$ cat config.mk
export PLATFORM = sky130hd
export DESIGN_NAME = fdg_fmul
export DESIGN_NICKNAME = d
export VERILOG_FILES = /design/src/rtl/fdg_pkg.sv /design/src/rtl/fdg_fmul.sv
export SDC_FILE = /design/constraint.sdc
export NUM_CORES = 2
export LEC_CHECK = 0
export ABC_AREA = 1
export BUFFER_PORTS_ARGS = -buffer_cell sky130_fd_sc_hd__buf_2
export CELL_PAD_IN_SITES_DETAIL_PLACEMENT = 1
export CELL_PAD_IN_SITES_GLOBAL_PLACEMENT = 2
export CORE_MARGIN = 2
export CORE_UTILIZATION = 40
export DETAILED_ROUTE_END_ITERATION = 12
export PLACE_DENSITY_LB_ADDON = 0.1
export SETUP_SLACK_MARGIN = 0.4
export SLEW_MARGIN = 20
export SYNTH_ARGS = -nofsm -noshare
export SYNTH_HDL_FRONTEND = slang
export SYNTH_SLANG_ARGS = --single-unit
$ cat constraint.sdc
create_clock -name clock -period 19.5 [get_ports clock]
set_input_delay 1.95 -clock clock [delete_from_list [all_inputs] [get_ports clock]]
set_output_delay 1.95 -clock clock [all_outputs]
set_load 0.005 [all_outputs]
$ cat src/rtl/fdg_pkg.sv
`default_nettype none
package fdg_pkg;

   localparam int unsigned DIV_BITS_PER_STAGE = 4;
   localparam int unsigned DIV_STAGES = 7;
   localparam int unsigned DIV_QBITS = DIV_BITS_PER_STAGE * DIV_STAGES;
   localparam int unsigned DIV_LATENCY = DIV_STAGES + 3;
   localparam int unsigned MUL_LATENCY = 3;

   localparam logic [31:0] QNAN = 32'h7FC0_0000;
   localparam logic [31:0] SIGN_MASK = 32'h8000_0000;

   typedef logic signed [11:0] exp_type;

   typedef struct packed {
      logic        hit;
      logic [31:0] word;
   } special_type;

   function automatic logic is_nan(input logic [31:0] v);
      return (v[30:23] == 8'hFF) && (v[22:0] != 23'd0);
   endfunction

   function automatic logic is_inf(input logic [31:0] v);
      return (v[30:23] == 8'hFF) && (v[22:0] == 23'd0);
   endfunction

   function automatic logic is_zero(input logic [31:0] v);
      return v[30:0] == 31'd0;
   endfunction

   function automatic exp_type eff_exp(input logic [7:0] e);
      return (e == 8'd0) ? exp_type'(12'sd1) : exp_type'({4'b0000, e});
   endfunction

   function automatic logic [5:0] lzc48(input logic [47:0] v);
      logic [5:0] n;
      n = 6'd48;
      for (int i = 0; i < 48; i++) begin
         if (v[i]) begin
            n = 6'(47 - i);
         end
      end
      return n;
   endfunction

   function automatic logic [31:0] round_pack(input logic sign, input exp_type bexp,
                                              input logic [47:0] sig);
      logic [47:0] s;
      logic [5:0]  sh;
      exp_type     amt;
      logic [7:0]  ef;
      logic [30:0] word;
      logic        lost;
      logic        up;
      s = sig;
      ef = bexp[7:0];
      lost = 1'b0;
      amt = 12'sd1 - bexp;
      if (bexp < 12'sd1) begin
         sh = (amt > 12'sd49) ? 6'd49 : amt[5:0];
         s = sig >> sh;
         lost = ((s << sh) != sig);
         ef = 8'd0;
      end
      up = s[23] & (lost | (|s[22:0]) | s[24]);
      word = {ef, s[46:24]} + 31'(up);
      if (bexp > 12'sd254) begin
         return {sign, 8'hFF, 23'd0};
      end
      return {sign, word};
   endfunction

endpackage
`default_nettype wire

$ cat src/rtl/fdg_fmul.sv
`default_nettype none
module fdg_fmul (
   input  wire logic        clock,
   input  wire logic        reset,
   input  wire logic        en,
   input  wire logic        in_valid,
   input  wire logic [31:0] x_value,
   input  wire logic [31:0] y_value,
   output logic             out_valid,
   output logic [31:0]      result
);
   import fdg_pkg::*;

   logic        v1_ff, v2_ff, v3_ff;
   logic [47:0] prod1_ff, sig2_ff;
   exp_type     exp1_ff, exp2_ff;
   logic        sign1_ff, sign2_ff;
   special_type spec1_ff, spec2_ff, spec_in;
   logic [31:0] res3_ff;
   logic [23:0] mx, my;
   logic        sign_in;
   logic [5:0]  lz;

   always_comb begin
      mx = {x_value[30:23] != 8'd0, x_value[22:0]};
      my = {y_value[30:23] != 8'd0, y_value[22:0]};
      sign_in = x_value[31] ^ y_value[31];
      spec_in = '{hit: 1'b0, word: 32'd0};
      if (is_nan(x_value) || is_nan(y_value) || (is_inf(x_value) && is_zero(y_value))
          || (is_zero(x_value) && is_inf(y_value))) begin
         spec_in = '{hit: 1'b1, word: QNAN};
      end else if (is_inf(x_value) || is_inf(y_value)) begin
         spec_in = '{hit: 1'b1, word: {sign_in, 8'hFF, 23'd0}};
      end else if (is_zero(x_value) || is_zero(y_value)) begin
         spec_in = '{hit: 1'b1, word: {sign_in, 31'd0}};
      end
   end

   assign lz = lzc48(prod1_ff);

   always_ff @(posedge clock) begin
      if (reset) begin
         v1_ff <= 1'b0;
         v2_ff <= 1'b0;
         v3_ff <= 1'b0;
      end else if (en) begin
         v1_ff <= in_valid;
         v2_ff <= v1_ff;
         v3_ff <= v2_ff;
      end
   end

   always_ff @(posedge clock) begin
      if (en) begin
         prod1_ff <= mx * my;
         exp1_ff  <= eff_exp(x_value[30:23]) + eff_exp(y_value[30:23]) - 12'sd126;
         sign1_ff <= sign_in;
         spec1_ff <= spec_in;
         sig2_ff  <= prod1_ff << lz;
         exp2_ff  <= exp1_ff - exp_type'({6'd0, lz});
         sign2_ff <= sign1_ff;
         spec2_ff <= spec1_ff;
         res3_ff  <= spec2_ff.hit ? spec2_ff.word : round_pack(sign2_ff, exp2_ff, sig2_ff);
      end
   end

   assign out_valid = v3_ff;
   assign result = res3_ff;
endmodule
`default_nettype wire

==> out/results.ini <==
[critical_path]
crit_fanout=25
critPathLaunch=y_value[3]
path_buf_inv=6
crit_path_frequent_cell=fa_1
critical_path_class=input pin to flip-flop
cp_top_family=adder cells
crit_cells=36
critPathSlowestCell=fa_1
cpPeakStageDelay_ns=0.57
r2r_slack_ns=11.86
crit_arrival_ns=10.05
r2r_cells=37
setup.worst_path.start_class=input pin
r2r_start=exp2_ff[1]
required_ns=19.73
r2r_end=result[0]
timing.critical_path.to_type=flip-flop

[floorplan]
start_util=0.404
die_area_mm2=0.0899
io_pins=101
num_rows=108
fp.dieW_um=300
dieHeight_um=300
coreArea_mm2=0.0868

[timing]
fin_skew_ns=0.0104
post-route-min-period_ns=9.82
rsz0062_at_grt=false
worst_slew_pin_slew_ns=1.00
timing.final.hold_violations=0
setup-tns-final_ns=0
setup_viol=0
fin_crit_sh=0.504
relSlewSlack=0.332
fmax_mhz=102
hold_ws_ns=0.423
maxSlewViolCount=0

[synth]
synth_top_area_frac=0.277
synthCells=4968
yosysTopAreaCell=fa_1
ys_async_sr_fraction=0
synth.most_common_cell=nand2_1
synth.cell_area_mm2=0.0350
ys_seq_area_frac=0.139
synth_top_cells_by_area=fa_1, nand2_1, edfxtp_1
syn_nets=5718
avgSynthCellArea_um2=7.05
synth_flop_cell=edfxtp_1
ys_seq_elements=163
synth_top_cells_by_count=nand2_1, inv_1, nand3_1
synth_cell_type_count=64
synth_edf_count=160
ys_warn_count=0

[min_path]
whs_endpoint=spec2_ff[30]
hold_depth=0
hold_start=spec1_ff[29]
hold_path.class=flip-flop to flip-flop

[placed_design]
placed_cell_area_mm2=0.0361
numPortBuffers=100
hpwlAfterDp_um=103000
place_inst=5961
gp_congestion=0.911

[clocking]
clk_pin_slew_ns=0.07
cts.path.max_buffers=2
hold_buffers=0
postCtsSetupBuffers=0
clockRootBuffer=clkbuf_16
clock_sinks=163
cts_resized=0
htree_levels=4
cts_tree=done
cts_made_buffers=17
clkLatencyLatePin_ns=0.49

[run_status]
outcome=complete, no violations

[global_routing]
grt_max_degree=96
grt_pass1_vias=34200
grt_use_total=0.289
grt_first_pass_wirelength_um=199000
overflow=0
antenna_found_initial=4

[detailed_routing]
drc=0
ant_nets=0
drt-total-wl_um=128000
wl_per_cell_um=21.4
drtPass1Iterations=5
drt-initial-drc-count=1660
via_per_inst=5.34
vias=32018

[cells_and_area]
area_growth_pct=4.96
fillers=11089
instances_no_fill=5996
final_design_area_no_fill_mm2=0.0368
final_nets=5575
layout-drive-gt1-share=0.0494

[run]
max-cap-violations=0

## cells by family (layout without fill, tap and decap cells)
kind of cell,after synthesis,in the layout,synth area share
AO/OA/AOI/OAI,533,533,0.0838
XOR/XNOR,71,71,0.0178
adder cells (fa/ha/maj),682,682,0.347
buffers and inverters,1260,1130,0.137
flip-flops,163,163,0.139
multiplexers,16,16,0.00457
other,0,3,0
AND/OR/NAND/NOR,2243,2243,0.271
## flip-flops by register name, summed over array words and instances, names as in the netlist
signal and count:
prod1_ff 48, result 32, v1_ff 1, exp2_ff 12, out_valid 1, spec1_ff 4, sign2_ff 1, exp1_ff 10
sign1_ff 1, sig2_ff 48, v2_ff 1, spec2_ff 4
## final cells by class
type / count / area, um^2 / area share
sequential: 163 / 4860 / 0.132
clock buffer: 17 / 425 / 0.0116
clock inverter: 15 / 184 / 0.00500
tap: 1155 / 1450 / 0.0393
inverter: 956 / 3590 / 0.0976
timing repair buffer: 142 / 822 / 0.0224
multi-input combinational: 3545 / 25400 / 0.692
antenna: 3 / 7.51 / 0.000204
## stage by stage
stage	utilization	worst slack [ns]
5_1_grt	0.424	9.04
6_report	0.424	9.68
3_5_place_dp	0.417	9.14
3_3_place_gp	0.417	9.31
4_1_cts	0.424	9.69
2_1_floorplan	-	10.23
## how the worst max path moves through the flow
stage	endpoint	slack, ns
after floorplan	prod1_ff[47]	10.23
final	prod1_ff[45]	9.68
after global placement	prod1_ff[47]	9.31
after global routing	prod1_ff[45]	9.04
after detailed placement	prod1_ff[47]	9.14
after CTS	prod1_ff[45]	9.69
## cell usage in the layout (no fill, tap or decap), types with 7 or more instances in the layout
cell and instances:
nor3_1 24, inv_1 937, o211ai_1 33, nand2_1 1417
nor2_4 8, a31oi_1 11, nor4_1 24, clkbuf_16 17
a21oi_1 106, nand3_1 500, o21ai_1 55, xor2_1 48
nand4_1 44, xnor2_1 23, ha_1 198, o21ai_0 267
buf_4 42, nor2_1 182, inv_2 16, o22ai_1 7
buf_2 99, fa_1 484, mux2i_1 16, o21a_1 10
edfxtp_1 160, o21ai_2 9
## worst register-to-register path, delay by kind of cell, from the launching register on
family	cells	cell delay [ns]
AOI/OAI and AO/OA	7	1.78
xor gates and xnor gates	1	0.18
adders and majority gates	1	0.28
buffers and inverters	3	1.35
DFF	1	0.71
and+or+nand+nor	25	3.08
## routing by layer
| metal | global-route usage | vias up | part of all wire |
|---|---|---|---|
| li1 | - | 15110 | - |
| met1 | 0.349 | 16022 | 0.41 |
| met2 | 0.526 | 664 | 0.51 |
| met3 | 0.0267 | 222 | 0.036 |
| met4 | 0.122 | 0 | 0.044 |
| met5 | 0 | - | 0 |
Power is not shown: default switching activity piles up to over one toggle a cycle in this logic, so the estimate is an artifact.
