===== config.mk =====
export PLATFORM = sky130hd
export DESIGN_NAME = fdg_fdiv
export DESIGN_NICKNAME = d
export VERILOG_FILES = /design/src/rtl/fdg_pkg.sv /design/src/rtl/fdg_fdiv.sv
export SDC_FILE = /design/constraint.sdc
export NUM_CORES = 2
export LEC_CHECK = 0
export BUFFER_PORTS_ARGS = -buffer_cell sky130_fd_sc_hd__buf_4
export CELL_PAD_IN_SITES_DETAIL_PLACEMENT = 0
export CELL_PAD_IN_SITES_GLOBAL_PLACEMENT = 1
export CORE_MARGIN = 2
export CORE_UTILIZATION = 49
export DETAILED_ROUTE_END_ITERATION = 16
export GPL_ROUTABILITY_DRIVEN = 1
export HOLD_SLACK_MARGIN = 0.05
export PLACE_DENSITY = 0.87
export SETUP_SLACK_MARGIN = 0.3
export SLEW_MARGIN = 5
export SYNTH_ARGS = -nofsm -noshare
export SYNTH_HDL_FRONTEND = slang
export SYNTH_SLANG_ARGS = --single-unit

===== constraint.sdc =====
create_clock -name clock -period 32.4 [get_ports clock]
set_input_delay 6.48 -clock clock [delete_from_list [all_inputs] [get_ports clock]]
set_output_delay 6.48 -clock clock [all_outputs]
set_load 0.005 [all_outputs]

===== src/rtl/fdg_pkg.sv =====
`default_nettype none
package fdg_pkg;

   localparam int unsigned DIV_BITS_PER_STAGE = 4;
   localparam int unsigned DIV_STAGES = 7;
   localparam int unsigned DIV_QBITS = DIV_BITS_PER_STAGE * DIV_STAGES;
   localparam int unsigned DIV_LATENCY = DIV_STAGES + 3;
   localparam int unsigned MUL_LATENCY = 3;

   localparam logic [31:0] QNAN = 32'h7FC0_0000;
   localparam logic [31:0] SIGN_MASK = 32'h8000_0000;

   typedef logic signed [11:0] exp_type;

   typedef struct packed {
      logic        hit;
      logic [31:0] word;
   } special_type;

   function automatic logic is_nan(input logic [31:0] v);
      return (v[30:23] == 8'hFF) && (v[22:0] != 23'd0);
   endfunction

   function automatic logic is_inf(input logic [31:0] v);
      return (v[30:23] == 8'hFF) && (v[22:0] == 23'd0);
   endfunction

   function automatic logic is_zero(input logic [31:0] v);
      return v[30:0] == 31'd0;
   endfunction

   function automatic exp_type eff_exp(input logic [7:0] e);
      return (e == 8'd0) ? exp_type'(12'sd1) : exp_type'({4'b0000, e});
   endfunction

   function automatic logic [5:0] lzc48(input logic [47:0] v);
      logic [5:0] n;
      n = 6'd48;
      for (int i = 0; i < 48; i++) begin
         if (v[i]) begin
            n = 6'(47 - i);
         end
      end
      return n;
   endfunction

   function automatic logic [31:0] round_pack(input logic sign, input exp_type bexp,
                                              input logic [47:0] sig);
      logic [47:0] s;
      logic [5:0]  sh;
      exp_type     amt;
      logic [7:0]  ef;
      logic [30:0] word;
      logic        lost;
      logic        up;
      s = sig;
      ef = bexp[7:0];
      lost = 1'b0;
      amt = 12'sd1 - bexp;
      if (bexp < 12'sd1) begin
         sh = (amt > 12'sd49) ? 6'd49 : amt[5:0];
         s = sig >> sh;
         lost = ((s << sh) != sig);
         ef = 8'd0;
      end
      up = s[23] & (lost | (|s[22:0]) | s[24]);
      word = {ef, s[46:24]} + 31'(up);
      if (bexp > 12'sd254) begin
         return {sign, 8'hFF, 23'd0};
      end
      return {sign, word};
   endfunction

endpackage
`default_nettype wire


===== src/rtl/fdg_fdiv.sv =====
`default_nettype none
module fdg_fdiv (
   input  wire logic        clock,
   input  wire logic        reset,
   input  wire logic        en,
   input  wire logic        in_valid,
   input  wire logic [31:0] x_value,
   input  wire logic [31:0] y_value,
   output logic             out_valid,
   output logic [31:0]      result
);
   import fdg_pkg::*;

   logic                 v_ff    [DIV_STAGES+1];
   logic [24:0]          rem_ff  [DIV_STAGES+1];
   logic [DIV_QBITS-1:0] q_ff    [DIV_STAGES+1];
   logic [23:0]          den_ff  [DIV_STAGES+1];
   exp_type              exp_ff  [DIV_STAGES+1];
   logic                 sign_ff [DIV_STAGES+1];
   special_type          spec_ff [DIV_STAGES+1];

   logic        vn_ff, vr_ff;
   logic [47:0] sign_n_sig_ff;
   exp_type     exp_n_ff;
   logic        sign_n_ff;
   special_type spec_n_ff, spec_in;
   logic [31:0] res_ff;
   logic [23:0] mx, my, mxn, myn;
   logic [5:0]  lzx, lzy, lzq;
   logic [47:0] qsig;
   logic        sign_in;

   always_comb begin
      mx = {x_value[30:23] != 8'd0, x_value[22:0]};
      my = {y_value[30:23] != 8'd0, y_value[22:0]};
      lzx = lzc48({mx, 24'd0});
      lzy = lzc48({my, 24'd0});
      mxn = mx << lzx;
      myn = my << lzy;
      sign_in = x_value[31] ^ y_value[31];
      spec_in = '{hit: 1'b0, word: 32'd0};
      if (is_nan(x_value) || is_nan(y_value) || (is_inf(x_value) && is_inf(y_value))
          || (is_zero(x_value) && is_zero(y_value))) begin
         spec_in = '{hit: 1'b1, word: QNAN};
      end else if (is_inf(x_value) || is_zero(y_value)) begin
         spec_in = '{hit: 1'b1, word: {sign_in, 8'hFF, 23'd0}};
      end else if (is_zero(x_value) || is_inf(y_value)) begin
         spec_in = '{hit: 1'b1, word: {sign_in, 31'd0}};
      end
   end

   always_ff @(posedge clock) begin
      if (reset) begin
         v_ff[0] <= 1'b0;
      end else if (en) begin
         v_ff[0] <= in_valid;
      end
   end

   always_ff @(posedge clock) begin
      if (en) begin
         rem_ff[0]  <= {1'b0, mxn};
         q_ff[0]    <= '0;
         den_ff[0]  <= myn;
         exp_ff[0]  <= eff_exp(x_value[30:23]) - exp_type'({6'd0, lzx})
                       - eff_exp(y_value[30:23]) + exp_type'({6'd0, lzy}) + 12'sd127;
         sign_ff[0] <= sign_in;
         spec_ff[0] <= spec_in;
      end
   end

   for (genvar s = 1; s <= DIV_STAGES; s++) begin : g_stage
      logic [24:0]          r;
      logic [DIV_QBITS-1:0] q;

      always_comb begin
         r = rem_ff[s-1];
         q = q_ff[s-1];
         for (int i = 0; i < DIV_BITS_PER_STAGE; i++) begin
            if (r >= {1'b0, den_ff[s-1]}) begin
               r = r - {1'b0, den_ff[s-1]};
               q = {q[DIV_QBITS-2:0], 1'b1};
            end else begin
               q = {q[DIV_QBITS-2:0], 1'b0};
            end
            r = {r[23:0], 1'b0};
         end
      end

      always_ff @(posedge clock) begin
         if (reset) begin
            v_ff[s] <= 1'b0;
         end else if (en) begin
            v_ff[s] <= v_ff[s-1];
         end
      end

      always_ff @(posedge clock) begin
         if (en) begin
            rem_ff[s]  <= r;
            q_ff[s]    <= q;
            den_ff[s]  <= den_ff[s-1];
            exp_ff[s]  <= exp_ff[s-1];
            sign_ff[s] <= sign_ff[s-1];
            spec_ff[s] <= spec_ff[s-1];
         end
      end
   end

   assign qsig = {q_ff[DIV_STAGES], rem_ff[DIV_STAGES] != 25'd0, 19'd0};
   assign lzq = lzc48(qsig);

   always_ff @(posedge clock) begin
      if (reset) begin
         vn_ff <= 1'b0;
         vr_ff <= 1'b0;
      end else if (en) begin
         vn_ff <= v_ff[DIV_STAGES];
         vr_ff <= vn_ff;
      end
   end

   always_ff @(posedge clock) begin
      if (en) begin
         sign_n_sig_ff <= qsig << lzq;
         exp_n_ff      <= exp_ff[DIV_STAGES] - exp_type'({6'd0, lzq});
         sign_n_ff     <= sign_ff[DIV_STAGES];
         spec_n_ff     <= spec_ff[DIV_STAGES];
         res_ff        <= spec_n_ff.hit ? spec_n_ff.word
                                        : round_pack(sign_n_ff, exp_n_ff, sign_n_sig_ff);
      end
   end

   assign out_valid = vr_ff;
   assign result = res_ff;
endmodule
`default_nettype wire


==> summary.md <==
| Metric | Value |
|---|---|
| Clk slew on worst S/H paths | `~0.060 ns` |
| DRT iter0 DRCs | `6902` |
| Number of setup violations in the final report | `0` |
| Achievable Freq | `roughly 0.057 GHz` |
| Summed instance area of the synthesized netlist | `approximately 0.071 mm2` |
| Hold_buf cts | `0` |
| Clock sink count | `approximately 700` |
| Synth async-reset ratio | `0%` |
| Most frequently used flop master after synthesis | `sky130_fd_sc_hd__edfxtp_1` |
| Post-route antenna net violation count | `0` |
| Commonest non-fill, non-tap cell in the layout | `sky130_fd_sc_hd__nor2_1` |
| Sum of negative setup slack | `0 ns` |
| Die extent in x | `between 300 and 400 um` |
| Synthesized area per cell | `about 8.7 um2` |
| Launch instance of the worst register-to-register path | `den_ff[2][1]` |
| Growth of design area from synthesis to finish | `7.694%` |
| Critical Path Max Stage Delay | `0.97 ns` |
| Die extent in y | `about 380 um` |
| Initial Util | `49.33%` |
| I/O pin cnt | `101` |
| Detailed-placement wirelength estimate | `180000 um` |
| Pre-antenna DRT Iters | `8` |
| Layout Cells excl Fill | `around 10000` |
| First-pass GRT wire length | `356400 um` |
| Min-Delay Path Class | `reg -> reg` |
| H-tree depth | `3` |
| Post-DR wirelength/cell | `roughly 23 um` |
| Antenna violations before repair | `17` |
| Synth Instances | `a little over 8000` |
| Final routed wirelength across all metal layers | `approximately 230000 um` |
| Clock buffer count from CTS | `74` |
| Total number of nets in the final design | `slightly below 9000` |
| Number of synthesized flops with an enable pin | `slightly below 700` |
| Clock period minus final worst setup slack | `about 18 ns` |
| CP Launch Type | `flop` |
| Total global routing overflow | `0` |
| Leading cell types in the layout, fill and taps excluded | `sky130_fd_sc_hd__nor2_1, sky130_fd_sc_hd__edfxtp_1, sky130_fd_sc_hd__ha_1, sky130_fd_sc_hd__a21oi_1, sky130_fd_sc_hd__nand2_1` |
| Via/cell ratio | `6.373` |
| Setup Buffers After CTS | `0` |
| Library cell used as clock root buffer | `sky130_fd_sc_hd__clkbuf_16` |
| Number of synthesized register bits | `slightly below 700` |
| Post-cts gate resize count | `0` |
| Routed vias | `~64000` |
| Standard-cell rows | `between 100 and 150` |
| Capturing instance or port of the critical path | `rem_ff[0][81]` |
| Dominant cell type by count on the critical path | `sky130_fd_sc_hd__o21ai_0` |
| Final RePlAce weighted congestion | `between 1 and 1.5` |
| Reg2Reg Capture Point | `rem_ff[0][81]` |
| Sequential Area | `around 0.021 mm2` |
| Setup clock skew after layout | `about 0.047 ns` |
| Worst setup EP type | `flop` |
| Period utilization | `a little over half` |
| Maximum number of pins on one net before global-route repair | `97` |
| Final hold violation count | `0` |
| Vias in the first global route | `around 61000` |
| Critical setup path kind | `reg -> reg` |
| FF-to-FF path depth | `60` |
| TritonCTS clock tree | `built` |
| Post-synthesis net count | `about 8900` |
| Endpoint required time on the critical path | `32.81 ns` |
| Remaining routing DRC violations | `0` |
| GRT Total Usage | `between 30% and 40%` |
| Total of buffers placed on input and output ports | `100` |
| Number of max-capacitance violations reported | `0` |
| Synth unique cells | `about 110` |
| Area of the multi-input gates | `0.04749 mm2` |
| Syn. warnings | `0` |
| Fraction of layout cells with a size suffix above 1 | `between 10% and 20%` |
| Register-to-Register Setup Slack | `14.78 ns` |
| Result of the run | `finished clean` |
| Transition time at the pin with the least slew margin | `1.234 ns` |
| Slowest cell on crit path | `sky130_fd_sc_hd__and3_1` |
| Insertion delay of the later-clocked pin in the worst-skew pair | `just over 0.7 ns` |
| Largest driver fanout on the critical path | `45` |
| Filler cell count | `between 10000 and 15000` |
| Bufs on Longest Clock Path | `3` |
| Area of the die | `roughly 0.15 mm2` |
| Placeable core region | `approximately 0.14 mm2` |
| Seq/Total Area, Yosys | `approximately 29%` |
| Relative slew slack | `around 18%` |
| Final Max Slew Viols | `0` |
| WHS Path Cells | `0` |
| Setup repair after global routing missed its margin | `false` |
| Number of placed instances with taps included | `9930` |
| Start point of the critical path | `den_ff[2][1]` |
| Data arrival time of the critical path | `approximately 18 ns` |
-- per-layer routing --
layer	routed length, um	GRT usage (%)	vias to the layer above
met5	65	0	-
met4	10480	12.96	10
met3	18440	5.066	548
met2	103300	48.06	2479
met1	100900	41.84	30767
li1	-	-	30398
-- sequential cells by signal, summed over array words and instances (netlist names) --
register	flops
spec_ff	32
den_ff	168
rem_ff	192
vn_ff	1
q_ff	112
sign_n_sig_ff	29
exp_ff	96
sign_ff	8
out_valid	1
exp_n_ff	12
v_ff	8
result	32
spec_n_ff	4
sign_n_ff	1
-- stage by stage --
step / hold slack (ns) / utilization, % / cell area (um2) / setup slack, ns
2_1_floorplan: 0.4003 / - / 70790 / 17.85
3_3_place_gp: 0.4003 / 51.42 / 73780 / 15.64
3_5_place_dp: 0.4045 / 51.42 / 73780 / 15.25
4_1_cts: 0.3770 / 53.11 / 76210 / 15.10
5_1_grt: 0.3957 / 53.12 / 76210 / 13.07
6_report: 0.3758 / 53.13 / 76230 / 14.78
-- Yosys cell counts, drive strengths merged (111+ instances only) --
master / number / area share [%]
edfxtp: 694 / 29
nand4: 144 / 1.3
mux2i: 138 / 2.0
o21ai: 552 / 3.9
mux2: 417 / 6.6
a21o: 218 / 2.3
nand2: 626 / 3.3
nand3: 196 / 1.4
xor2: 193 / 2.4
nor3: 274 / 2.0
ha: 676 / 12
xnor2: 352 / 4.4
a21oi: 672 / 4.8
inv: 406 / 2.2
nor2: 768 / 4.1
clkbuf: 220 / 1.2
o21a: 111 / 1.2
-- area by class of cell --
cell class              instances  area share [%]
clock buffers                  80           2.459
multi-input cells            6724           62.30
well taps                    1903           3.123
repair buffers                198           1.960
flip-flops and latches        696           27.39
diodes                          9         0.02954
inverters                     409           2.014
clock inverters                55          0.7287
-- worst max-delay path: cells and delay by family, from the launching register on --
family | cells | cell delay, ns
fa+ha+maj | 4 | 1.38
compound gates | 44 | 11.24
mux | 4 | 1.48
simple gates | 5 | 1.82
buf+inv | 3 | 0.91
flops | 1 | 0.46
-- logic make-up after synthesis --
logic type / count (synthesis) / share of synthesized area, %
multiplexers: 570 / 9.080
other: 1 / 0.005298
adder cells (fa/ha/maj): 691 / 12.37
XOR/XNOR: 545 / 6.743
AO/OA/AOI/OAI: 2373 / 21.50
buffers and inverters: 699 / 3.823
AND/OR/NAND/NOR: 2544 / 16.98
flip-flops: 696 / 29.50
-- worst min-delay path by stage --
stage / from / end
2_1_floorplan: exp_ff[0][0] / exp_ff[0][12]
3_5_place_dp: exp_ff[1][14] / exp_ff[1][26]
5_1_grt: q_ff[1][79] / q_ff[1][111]
4_1_cts: exp_ff[0][24] / exp_ff[0][36]
3_3_place_gp: q_ff[1][2] / q_ff[1][34]
6_report: q_ff[1][79] / q_ff[1][111]
Power is left out: the tool's default activity adds up to more than one toggle a clock period on the data nets, which glitch-free logic cannot reach.
